==> src/sv/wdf_pkg.sv <==
package wdf_pkg;

    // frame parser phases
    typedef enum logic [2:0] {
        PH_HDR0    = 3'd0,
        PH_HDR1    = 3'd1,
        PH_EXTLEN  = 3'd2,
        PH_MASK    = 3'd3,
        PH_PAYLOAD = 3'd4
    } phase_t;

    localparam logic [6:0] LEN16_CODE     = 7'd126;
    localparam logic [6:0] LEN64_CODE     = 7'd127;
    localparam logic [3:0] EXT16_BYTES    = 4'd2;
    localparam logic [3:0] EXT64_BYTES    = 4'd8;
    localparam logic [3:0] MASK_KEY_BYTES = 4'd4;

    // one result request
    typedef struct packed {
        logic [7:0]  payload_byte;
        logic [3:0]  opcode;
        logic        fin;
        logic        last;
        logic        empty;
        logic [63:0] length;
    } result_t;

endpackage

==> src/sv/websocket_frame_deframer.sv <==
// websocket frame deframer: takes a stream of back-to-back websocket frames,
// one byte per request, decodes each header (fin, opcode, 7/16/64-bit length,
// optional mask key) and emits one request per payload byte, unmasked, tagged
// with the frame's opcode, fin, length and a last-of-frame mark. a zero-length
// frame yields one marker request with empty_frame set. rsv bits are ignored
// and there are no protocol error checks. throughput is one byte per cycle
// while stream_ready is high; each byte is decoded by the header/xor logic in
// the cycle it is accepted and its result is registered for the sink. a skid stage
// behind the output register lets the input keep flowing while a result waits,
// so stream_ready only drops when both the output register and the skid stage
// hold results that the sink has not taken.
module websocket_frame_deframer
    import wdf_pkg::*;
(
    input  logic        clk,
    input  logic        rst_n,
    input  logic        stream_valid,
    output logic        stream_ready,
    input  logic [7:0]  stream_byte,
    output logic        result_valid,
    input  logic        result_ready,
    output logic [7:0]  payload_byte,
    output logic [3:0]  frame_opcode_out,
    output logic        final_fragment,
    output logic        frame_last,
    output logic        empty_frame,
    output logic [63:0] payload_length
);

    // parser state
    phase_t      phase_reg, phase_next;
    logic [3:0]  count_reg, count_next;
    logic [63:0] len_reg, len_next;
    logic [31:0] key_reg, key_next;
    logic        masked_reg, masked_next;
    logic [3:0]  opcode_reg, opcode_next;
    logic        fin_reg, fin_next;
    logic [63:0] left_reg, left_next;
    logic [1:0]  lane_reg, lane_next;

    // output register and skid stage
    logic        out_valid_reg, skid_valid_reg;
    result_t     out_reg, skid_reg;

    logic        step;
    logic        res_valid;
    result_t     res;
    logic [6:0]  len7;
    logic [63:0] len_shift;
    logic [7:0]  key_byte;
    logic        pop;

    assign stream_ready = !skid_valid_reg;
    assign step         = stream_valid && stream_ready;
    assign pop          = out_valid_reg && result_ready;

    assign len7      = stream_byte[6:0];
    assign len_shift = {len_reg[55:0], stream_byte};

    // mask key byte for this payload index, first key byte on lane zero
    always_comb
    begin
        unique case (lane_reg)
            2'd0: key_byte = key_reg[31:24];
            2'd1: key_byte = key_reg[23:16];
            2'd2: key_byte = key_reg[15:8];
            2'd3: key_byte = key_reg[7:0];
        endcase
    end

    // next phase
    always_comb
    begin
        phase_next = phase_reg;
        unique case (phase_reg)
            PH_HDR0:
                phase_next = PH_HDR1;
            PH_HDR1:
            begin
                if (len7 == LEN16_CODE || len7 == LEN64_CODE)
                    phase_next = PH_EXTLEN;
                else if (stream_byte[7])
                    phase_next = PH_MASK;
                else if (len7 == 7'd0)
                    phase_next = PH_HDR0;
                else
                    phase_next = PH_PAYLOAD;
            end
            PH_EXTLEN:
            begin
                if (count_reg == 4'd1)
                begin
                    if (masked_reg)
                        phase_next = PH_MASK;
                    else if (len_shift == 64'd0)
                        phase_next = PH_HDR0;
                    else
                        phase_next = PH_PAYLOAD;
                end
            end
            PH_MASK:
            begin
                if (count_reg == 4'd1)
                    phase_next = (len_reg == 64'd0) ? PH_HDR0 : PH_PAYLOAD;
            end
            PH_PAYLOAD:
            begin
                if (left_reg == 64'd1)
                    phase_next = PH_HDR0;
            end
            default:
                phase_next = PH_HDR1;
        endcase
    end

    // datapath and result
    always_comb
    begin
        count_next  = count_reg;
        len_next    = len_reg;
        key_next    = key_reg;
        masked_next = masked_reg;
        opcode_next = opcode_reg;
        fin_next    = fin_reg;
        left_next   = left_reg;
        lane_next   = lane_reg;
        res_valid   = 1'b0;
        res         = '0;
        unique case (phase_reg)
            PH_HDR1:
            begin
                masked_next = stream_byte[7];
                if (len7 == LEN16_CODE)
                begin
                    len_next   = 64'd0;
                    count_next = EXT16_BYTES;
                end
                else if (len7 == LEN64_CODE)
                begin
                    len_next   = 64'd0;
                    count_next = EXT64_BYTES;
                end
                else
                begin
                    len_next = {57'd0, len7};
                    if (stream_byte[7])
                    begin
                        key_next   = 32'd0;
                        count_next = MASK_KEY_BYTES;
                    end
                    else if (len7 == 7'd0)
                        res_valid = 1'b1;
                    else
                    begin
                        left_next = {57'd0, len7};
                        lane_next = 2'd0;
                    end
                end
            end
            PH_EXTLEN:
            begin
                len_next   = len_shift;
                count_next = count_reg - 4'd1;
                if (count_reg == 4'd1)
                begin
                    if (masked_reg)
                    begin
                        key_next   = 32'd0;
                        count_next = MASK_KEY_BYTES;
                    end
                    else if (len_shift == 64'd0)
                        res_valid = 1'b1;
                    else
                    begin
                        left_next = len_shift;
                        lane_next = 2'd0;
                    end
                end
            end
            PH_MASK:
            begin
                key_next   = {key_reg[23:0], stream_byte};
                count_next = count_reg - 4'd1;
                if (count_reg == 4'd1)
                begin
                    if (len_reg == 64'd0)
                        res_valid = 1'b1;
                    else
                    begin
                        left_next = len_reg;
                        lane_next = 2'd0;
                    end
                end
            end
            PH_PAYLOAD:
            begin
                left_next        = left_reg - 64'd1;
                lane_next        = lane_reg + 2'd1;
                res_valid        = 1'b1;
                res.payload_byte = stream_byte ^ (masked_reg ? key_byte : 8'd0);
                res.last         = (left_reg == 64'd1);
            end
            default:
            begin
                fin_next    = stream_byte[7];
                opcode_next = stream_byte[3:0];
            end
        endcase
        // zero-length marker
        if (res_valid && phase_reg != PH_PAYLOAD)
        begin
            res.last  = 1'b1;
            res.empty = 1'b1;
        end
        res.opcode = opcode_reg;
        res.fin    = fin_reg;
        res.length = len_next;
    end

    always_ff @(posedge clk or negedge rst_n)
    begin
        if (!rst_n)
        begin
            phase_reg  <= PH_HDR0;
            count_reg  <= 4'd0;
            len_reg    <= 64'd0;
            key_reg    <= 32'd0;
            masked_reg <= 1'b0;
            opcode_reg <= 4'd0;
            fin_reg    <= 1'b0;
            left_reg   <= 64'd0;
            lane_reg   <= 2'd0;
        end
        else if (step)
        begin
            phase_reg  <= phase_next;
            count_reg  <= count_next;
            len_reg    <= len_next;
            key_reg    <= key_next;
            masked_reg <= masked_next;
            opcode_reg <= opcode_next;
            fin_reg    <= fin_next;
            left_reg   <= left_next;
            lane_reg   <= lane_next;
        end
    end

    // output register with skid stage; the skid only fills while the output waits
    always_ff @(posedge clk or negedge rst_n)
    begin
        if (!rst_n)
        begin
            out_valid_reg  <= 1'b0;
            skid_valid_reg <= 1'b0;
        end
        else if (skid_valid_reg)
        begin
            if (pop)
                skid_valid_reg <= 1'b0;
        end
        else if (step && res_valid)
        begin
            if (out_valid_reg && !result_ready)
                skid_valid_reg <= 1'b1;
            else
                out_valid_reg <= 1'b1;
        end
        else if (pop)
            out_valid_reg <= 1'b0;
    end

    always_ff @(posedge clk)
    begin
        if (skid_valid_reg)
        begin
            if (pop)
                out_reg <= skid_reg;
        end
        else if (step && res_valid)
        begin
            if (out_valid_reg && !result_ready)
                skid_reg <= res;
            else
                out_reg <= res;
        end
    end

    assign result_valid     = out_valid_reg;
    assign payload_byte     = out_reg.payload_byte;
    assign frame_opcode_out = out_reg.opcode;
    assign final_fragment   = out_reg.fin;
    assign frame_last       = out_reg.last;
    assign empty_frame      = out_reg.empty;
    assign payload_length   = out_reg.length;

endmodule

==> config.mk <==
export PLATFORM = sky130hd
export DESIGN_NAME = websocket_frame_deframer
export DESIGN_NICKNAME = d
export VERILOG_FILES = /design/src/sv/wdf_pkg.sv /design/src/sv/websocket_frame_deframer.sv
export SDC_FILE = /design/constraint.sdc
export NUM_CORES = 1
export LEC_CHECK = 0
export BUFFER_PORTS_ARGS = -buffer_cell sky130_fd_sc_hd__buf_2
export CAP_MARGIN = 5
export CELL_PAD_IN_SITES_DETAIL_PLACEMENT = 0
export CELL_PAD_IN_SITES_GLOBAL_PLACEMENT = 1
export CORE_MARGIN = 2
export CORE_UTILIZATION = 25
export DETAILED_ROUTE_END_ITERATION = 10
export GPL_TIMING_DRIVEN = 0
export PLACE_DENSITY = 0.56
export SLEW_MARGIN = 5
export SYNTH_ARGS = -nofsm -noshare
export SYNTH_HDL_FRONTEND = slang
export SYNTH_SLANG_ARGS = --single-unit
==> constraint.sdc <==
create_clock -name clk -period 11.9 [get_ports clk]
set_input_delay 3.57 -clock clk [delete_from_list [all_inputs] [get_ports clk]]
set_output_delay 3.57 -clock clk [all_outputs]
set_load 0.02 [all_outputs]
; ---- Word level (Yosys, flattened, before mapping)
; Cells that the tools add are included.
[word_totals]
elab_cells = 154
reg_bits = 335
out_inout_bits = 81
[classes]
mux = 71
n_bitwise = 3
n_eq_ne = 28
reduce_logical = 26
n_addsub = 3
[op_table]
columns = operator, count
row1 = $mux W64, 9
row2 = $mux W79, 4
row3 = $pmux W64 S4, 1
row4 = $mux W32, 5
row5 = $logic_not A64 Y1, 2
row6 = $pmux W64 S2, 1
row7 = $pmux W32 S3, 1
row8 = $eq A64 B1 Y1 const B, 1
row9 = $sub A64 B1 Y64 const B, 1
row10 = $pmux W8 S4, 1
row11 = $ne A2 B2 Y1 const B, 14
row12 = $mux W3, 9
row13 = $mux W2, 10
row14 = $mux W4, 5
row15 = $mux W1, 17
row16 = $mux W8, 2
row17 = $eq A7 B7 Y1 const B, 2
row18 = $mux W7, 2
row19 = $pmux W3 S4, 1
row20 = $pmux W4 S3, 1
row21 = $reduce_and A3 Y1, 4
row22 = $reduce_and A11 Y1, 1
row23 = $pmux W2 S4, 1
row24 = $xor A8 B8 Y8, 1
row25 = other kinds (25), 35

; ---- Logic depth before layout (Yosys ltp)
[depth]
ltp_word = 11
depth_mapped = 10

; ---- Least setup slack after synthesis
; No wires, ideal clock.
[synth_path]
kind = input to register
startpoint = input stream_byte[3]
endpoint = register skid_reg[0] (netlist name), enable pin
setup_ps = 739
n_path_buf = 1
path_slack_ps = -1764
arrival_ps = 12925
t_required_ps = 11161
path_stages = 7
path_cell_list = clkbuf_1 -> nor4_1 -> nand2_1 -> o41ai_1 -> a41o_1 -> nor2_1 -> nor4b_1
[synth_via]
elab_chain_len = 8
[synth_lines]
columns = item, line
row1 = "start, declared", websocket_frame_deframer.sv:19  ; input logic [7:0] stream_byte,
row2 = branches (longest 5 deep; another with $logic_not A64 Y1), --
row3 = $pmux W1 S4 *, websocket_frame_deframer.sv:129  ; unique case (phase_reg)
row4 = $logic_and A1 B1 Y1 *, websocket_frame_deframer.sv:279  ; else if (step && res_valid)
row5 = $reduce_and A3 Y1 (no source line) *, --
row6 = "end signal, assigned", websocket_frame_deframer.sv:282  ; skid_reg <= res;
row7 = "end, declared", websocket_frame_deframer.sv:43  ; result_t out_reg, skid_reg;
; Mark *: on every way between the ends.
; A chain may end at the register's enable or synchronous reset.

; ---- Final worst setup path
[layout_path]
startpoint = input stream_byte[3]
endpoint = register skid_reg[46] (netlist name), enable pin
; The elaborated chain is that of the path after synthesis.

==> key figures <==
Clock tree
  • CTS Sinks: 335
  • Clock slew at reported path FFs: 0.06 ns
  • PostCTS Resize Cnt: 0
  • Worst-skew pair later-pin latency: 0.55 ns
  • Clock Root Buffer: clkbuf_16
  • CTS tree: yes
  • CTS buffer count: 38
  • Post-CTS setup buffers: 0
  • Clk buf depth: 3
  • Hold Buf Count CTS: 0
  • H-tree levels: 2

Timing
  • Final Critical Period: 6.84 ns
  • Unrepaired setup endpoints after global routing: false
  • Fin crit share: 57.5%
  • Final WS setup: 5.06 ns
  • Max Clk Rate: 146 MHz
  • # setup viols final: 0
  • Final-report max-slew violation count: 0
  • Slew @ Worst Pin: 1.12 ns
  • Final hold violations: 0
  • Clock skew: 0.0124 ns
  • Slew Limit Headroom: 24.9%

Synth
  • Post-synth EDFFs: 158
  • Yosys warnings: 0
  • Compound-Gate Fraction of Synth Area: 15.8%
  • Mux share of post-synthesis cell area: 9.25%
  • Post-Synth Adder-Cell Area: 0.606%
  • Synth Cell Area: 16500 um^2
  • Syn_nets: 1602
  • Synthesized flop and latch total: 335
  • Synth area leader: edfxtp_1
  • Post-synthesis simple-gate area fraction: 15.2%
  • Largest family of logic cells by synthesized area: compound AO/OA/AOI/OAI gates
  • Synth top area share: 28.7%
  • Ys flop type: dfrtp_1
  • Post-synth cell types: 63
  • Largest cells by area after synthesis: edfxtp_1 29%, dfrtp_1 27%, nand2_1 6.8%
  • Post-synthesis sequential area ratio: 55.5%
  • Synth Area per Inst: 10.4 um^2
  • XOR/XNOR share of the synthesized area: 0.530%
  • Post-synthesis instance total: 1582
  • FFs w/ async S/R, synth: 52.8%

Place
  • Dpl cells: 2546
  • Pre-CTS setup slack: 4.43 ns
  • Placer Congestion: 0.878
  • I/O Buffers: 90
  • Dpl hpwl: 41100 um
  • DP Area: 18200 um^2

Detailed routing
  • Initial DRC Count: 1263
  • Vias after detailed routing: 13300
  • First-pass DRT Iterations: 6
  • Vias per cell: 5.08
  • Wire per inst: 21.8 um
  • DR DRC count: 0
  • Post-DRT Antenna Nets: 0
  • DRT Wirelength: 57000 um

Layout
  • Fin area: 19500 um^2
  • Layout area overhead: 18.3%
  • Area of the multi-input gates: 6870 um^2
  • Largest register FFs: 79
  • # fillers: 6815
  • Share of layout cells above drive strength 1: 16.7%
  • Nets: 1742
  • Sequential cell area: 9170 um^2
  • Ant diodes: 0
  • Fin cells: 2615

Floorplan
  • Die Ht: 261 um
  • Starting Density: 25.2%
  • Die Wd: 261 um
  • DIE AREA: 68100 um^2
  • # IOs: 93
  • CORE AREA: 65600 um^2
  • Std cell rows: 94

Critical path
  • Most frequent CP cell: buf_6
  • Worst setup path class: in -> reg
  • Delay-heaviest family, CP: simple AND/OR/NAND/NOR gates
  • Max incr delay on CP: 0.88 ns
  • Highest-delay cell along the critical path: nor4b_4
  • Startpoint types: primary input
  • CP endpoint kind: flip-flop
  • CP Max Fanout: 16
  • CP Cell Sequence: clkbuf_1, nor4_1, nand2_1, o41ai_1, a41o_1, nor2_1, nor4b_4, buf_6, buf_6, buf_6
  • CP arrival: 7.08 ns
  • Crit path buf inv count: 4
  • Critical Path RT: 12.15 ns

Power and ir drop
  • P_int: 2.49 mW
  • LEAKAGE: 7.83 nW
  • Overall power: 4.07 mW
  • Switching share of power: 38.8%
  • Seq pwr share: 36.8%
  • Pwr dens: 208 nW/um^2
  • Net Switching: 1.58 mW
  • Maximum resistive drop on vdd: 0.0952 mV
  • Clk pwr share: 30.1%
  • Combinational power share: 33.0%

GRT
  • Global-route wire length before repair: 86500 um
  • GRT Total Usage: 16.7%
  • Vias in the first global route: 13200
  • Congestion Overflow GR: 0
  • Antenna violations before repair: 0
  • Largest net degree at the start of global routing: 96

Outcome
  • Status: complete, no violations

Min path
  • Hold Crit Class: reg -> reg

Flow run
  • MaxCap Viol Count: 0
==> worst reg2reg max path, cell delays in order (launching register included) <==
cell     delay (ns)
dfrtp_1        0.51
nor4_1         0.63
nand4_1        0.17
nor4_1         0.87
a41o_1         0.52
nor2_1         0.24
nor4b_4        0.88
buf_6          0.29
buf_6          0.21
buf_6          0.22
==> power groups by stage <==
| stage | Clock [mW] | Combinational, mW | Sequential (mW) |
|---|---|---|---|
| 2_1_floorplan | 0 | 0.852 | 1.49 |
| 3_3_place_gp | 0 | 1.32 | 1.53 |
| 3_5_place_dp | 0 | 1.33 | 1.52 |
| 4_1_cts | 1.26 | 1.34 | 1.50 |
| 5_1_grt | 1.30 | 1.46 | 1.51 |
| 6_report | 1.23 | 1.34 | 1.50 |
==> path summary, 6_finish.rpt <==
| path | start | endpoint | slack (ns) | depth (start not counted) |
|---|---|---|---|---|
| min in group asynchronous | rst_n | key_reg[4]$_DFFE_PN0P_ | 3.04 | 1 |
| max | stream_byte[3] | skid_reg[46]$_DFFE_PP_ | 5.06 | 10 |
| min reg2reg | fin_reg$_DFFE_PN0P_ | skid_reg[66]$_DFFE_PP_ | 0.47 | 0 |
| max in group asynchronous | rst_n | len_reg[37]$_DFFE_PN0P_ | 7.89 | 2 |
| min | fin_reg$_DFFE_PN0P_ | skid_reg[66]$_DFFE_PP_ | 0.47 | 0 |
| max reg2reg | len_reg[2]$_DFFE_PN0P_ | skid_reg[46]$_DFFE_PP_ | 7.07 | 9 |
==> metrics by stage <==
step / setup TNS [ns] / util (%) / hold WS [ns]
2_1_floorplan: 0 / - / 0.439
3_5_place_dp: 0 / 27.8 / 0.463
6_report: 0 / 29.8 / 0.471
5_1_grt: 0 / 29.8 / 0.494
4_1_cts: 0 / 29.8 / 0.477
3_3_place_gp: -224.08 / 27.5 / 0.452
==> cell usage after synthesis (all sizes together), types with 8 or more instances <==
| cell | number |
|---|---|
| a21oi | 62 |
| a222oi | 8 |
| a22o | 67 |
| a31oi | 36 |
| buf | 22 |
| clkbuf | 82 |
| dfrtp | 177 |
| edfxtp | 158 |
| ha | 8 |
| inv | 26 |
| mux2 | 93 |
| mux2i | 48 |
| nand2 | 300 |
| nand3 | 17 |
| nand4 | 10 |
| nor2 | 105 |
| nor3 | 31 |
| nor4 | 48 |
| o21ai | 178 |
| o31ai | 10 |
| o32a | 8 |
| xor2 | 8 |
==> logic make-up (layout without fill, tap and decap cells) <==
logic type / count (synthesis) / count (layout)
buf+inv: 130 / 299
flops: 335 / 335
compound gates: 412 / 412
mux: 141 / 141
simple gates: 546 / 546
fa+ha+maj: 8 / 8
xor+xnor: 10 / 10
==> layer usage <==
layer	up-vias	global-route usage (%)	share of wire, %
met2	412	27.3	47
met1	6669	23.2	46
met5	-	0	0
met3	83	2.12	4.8
li1	6115	-	-
met4	0	4.59	2.4
==> layout by cell type (no fill, tap or decap), types with 67 or more instances in the layout <==
cell        n
clkbuf_1   89
nor2_1    104
buf_2     104
a22o_1     67
nand2_1   299
dfrtp_1   177
edfxtp_1  158
mux2_2     93
o21ai_1    83
o21ai_0    95
==> layout make-up <==
cell class | instances | area share, %
buffer | 104 | 2.09
clock buffer | 53 | 5.62
clock inverter | 16 | 1.01
inverter | 26 | 0.499
multi-input combinational | 1117 | 35.2
sequential | 335 | 46.9
tap | 864 | 5.53
timing repair buffer | 100 | 3.13
Note: power is estimated with default switching activity, not from simulation.
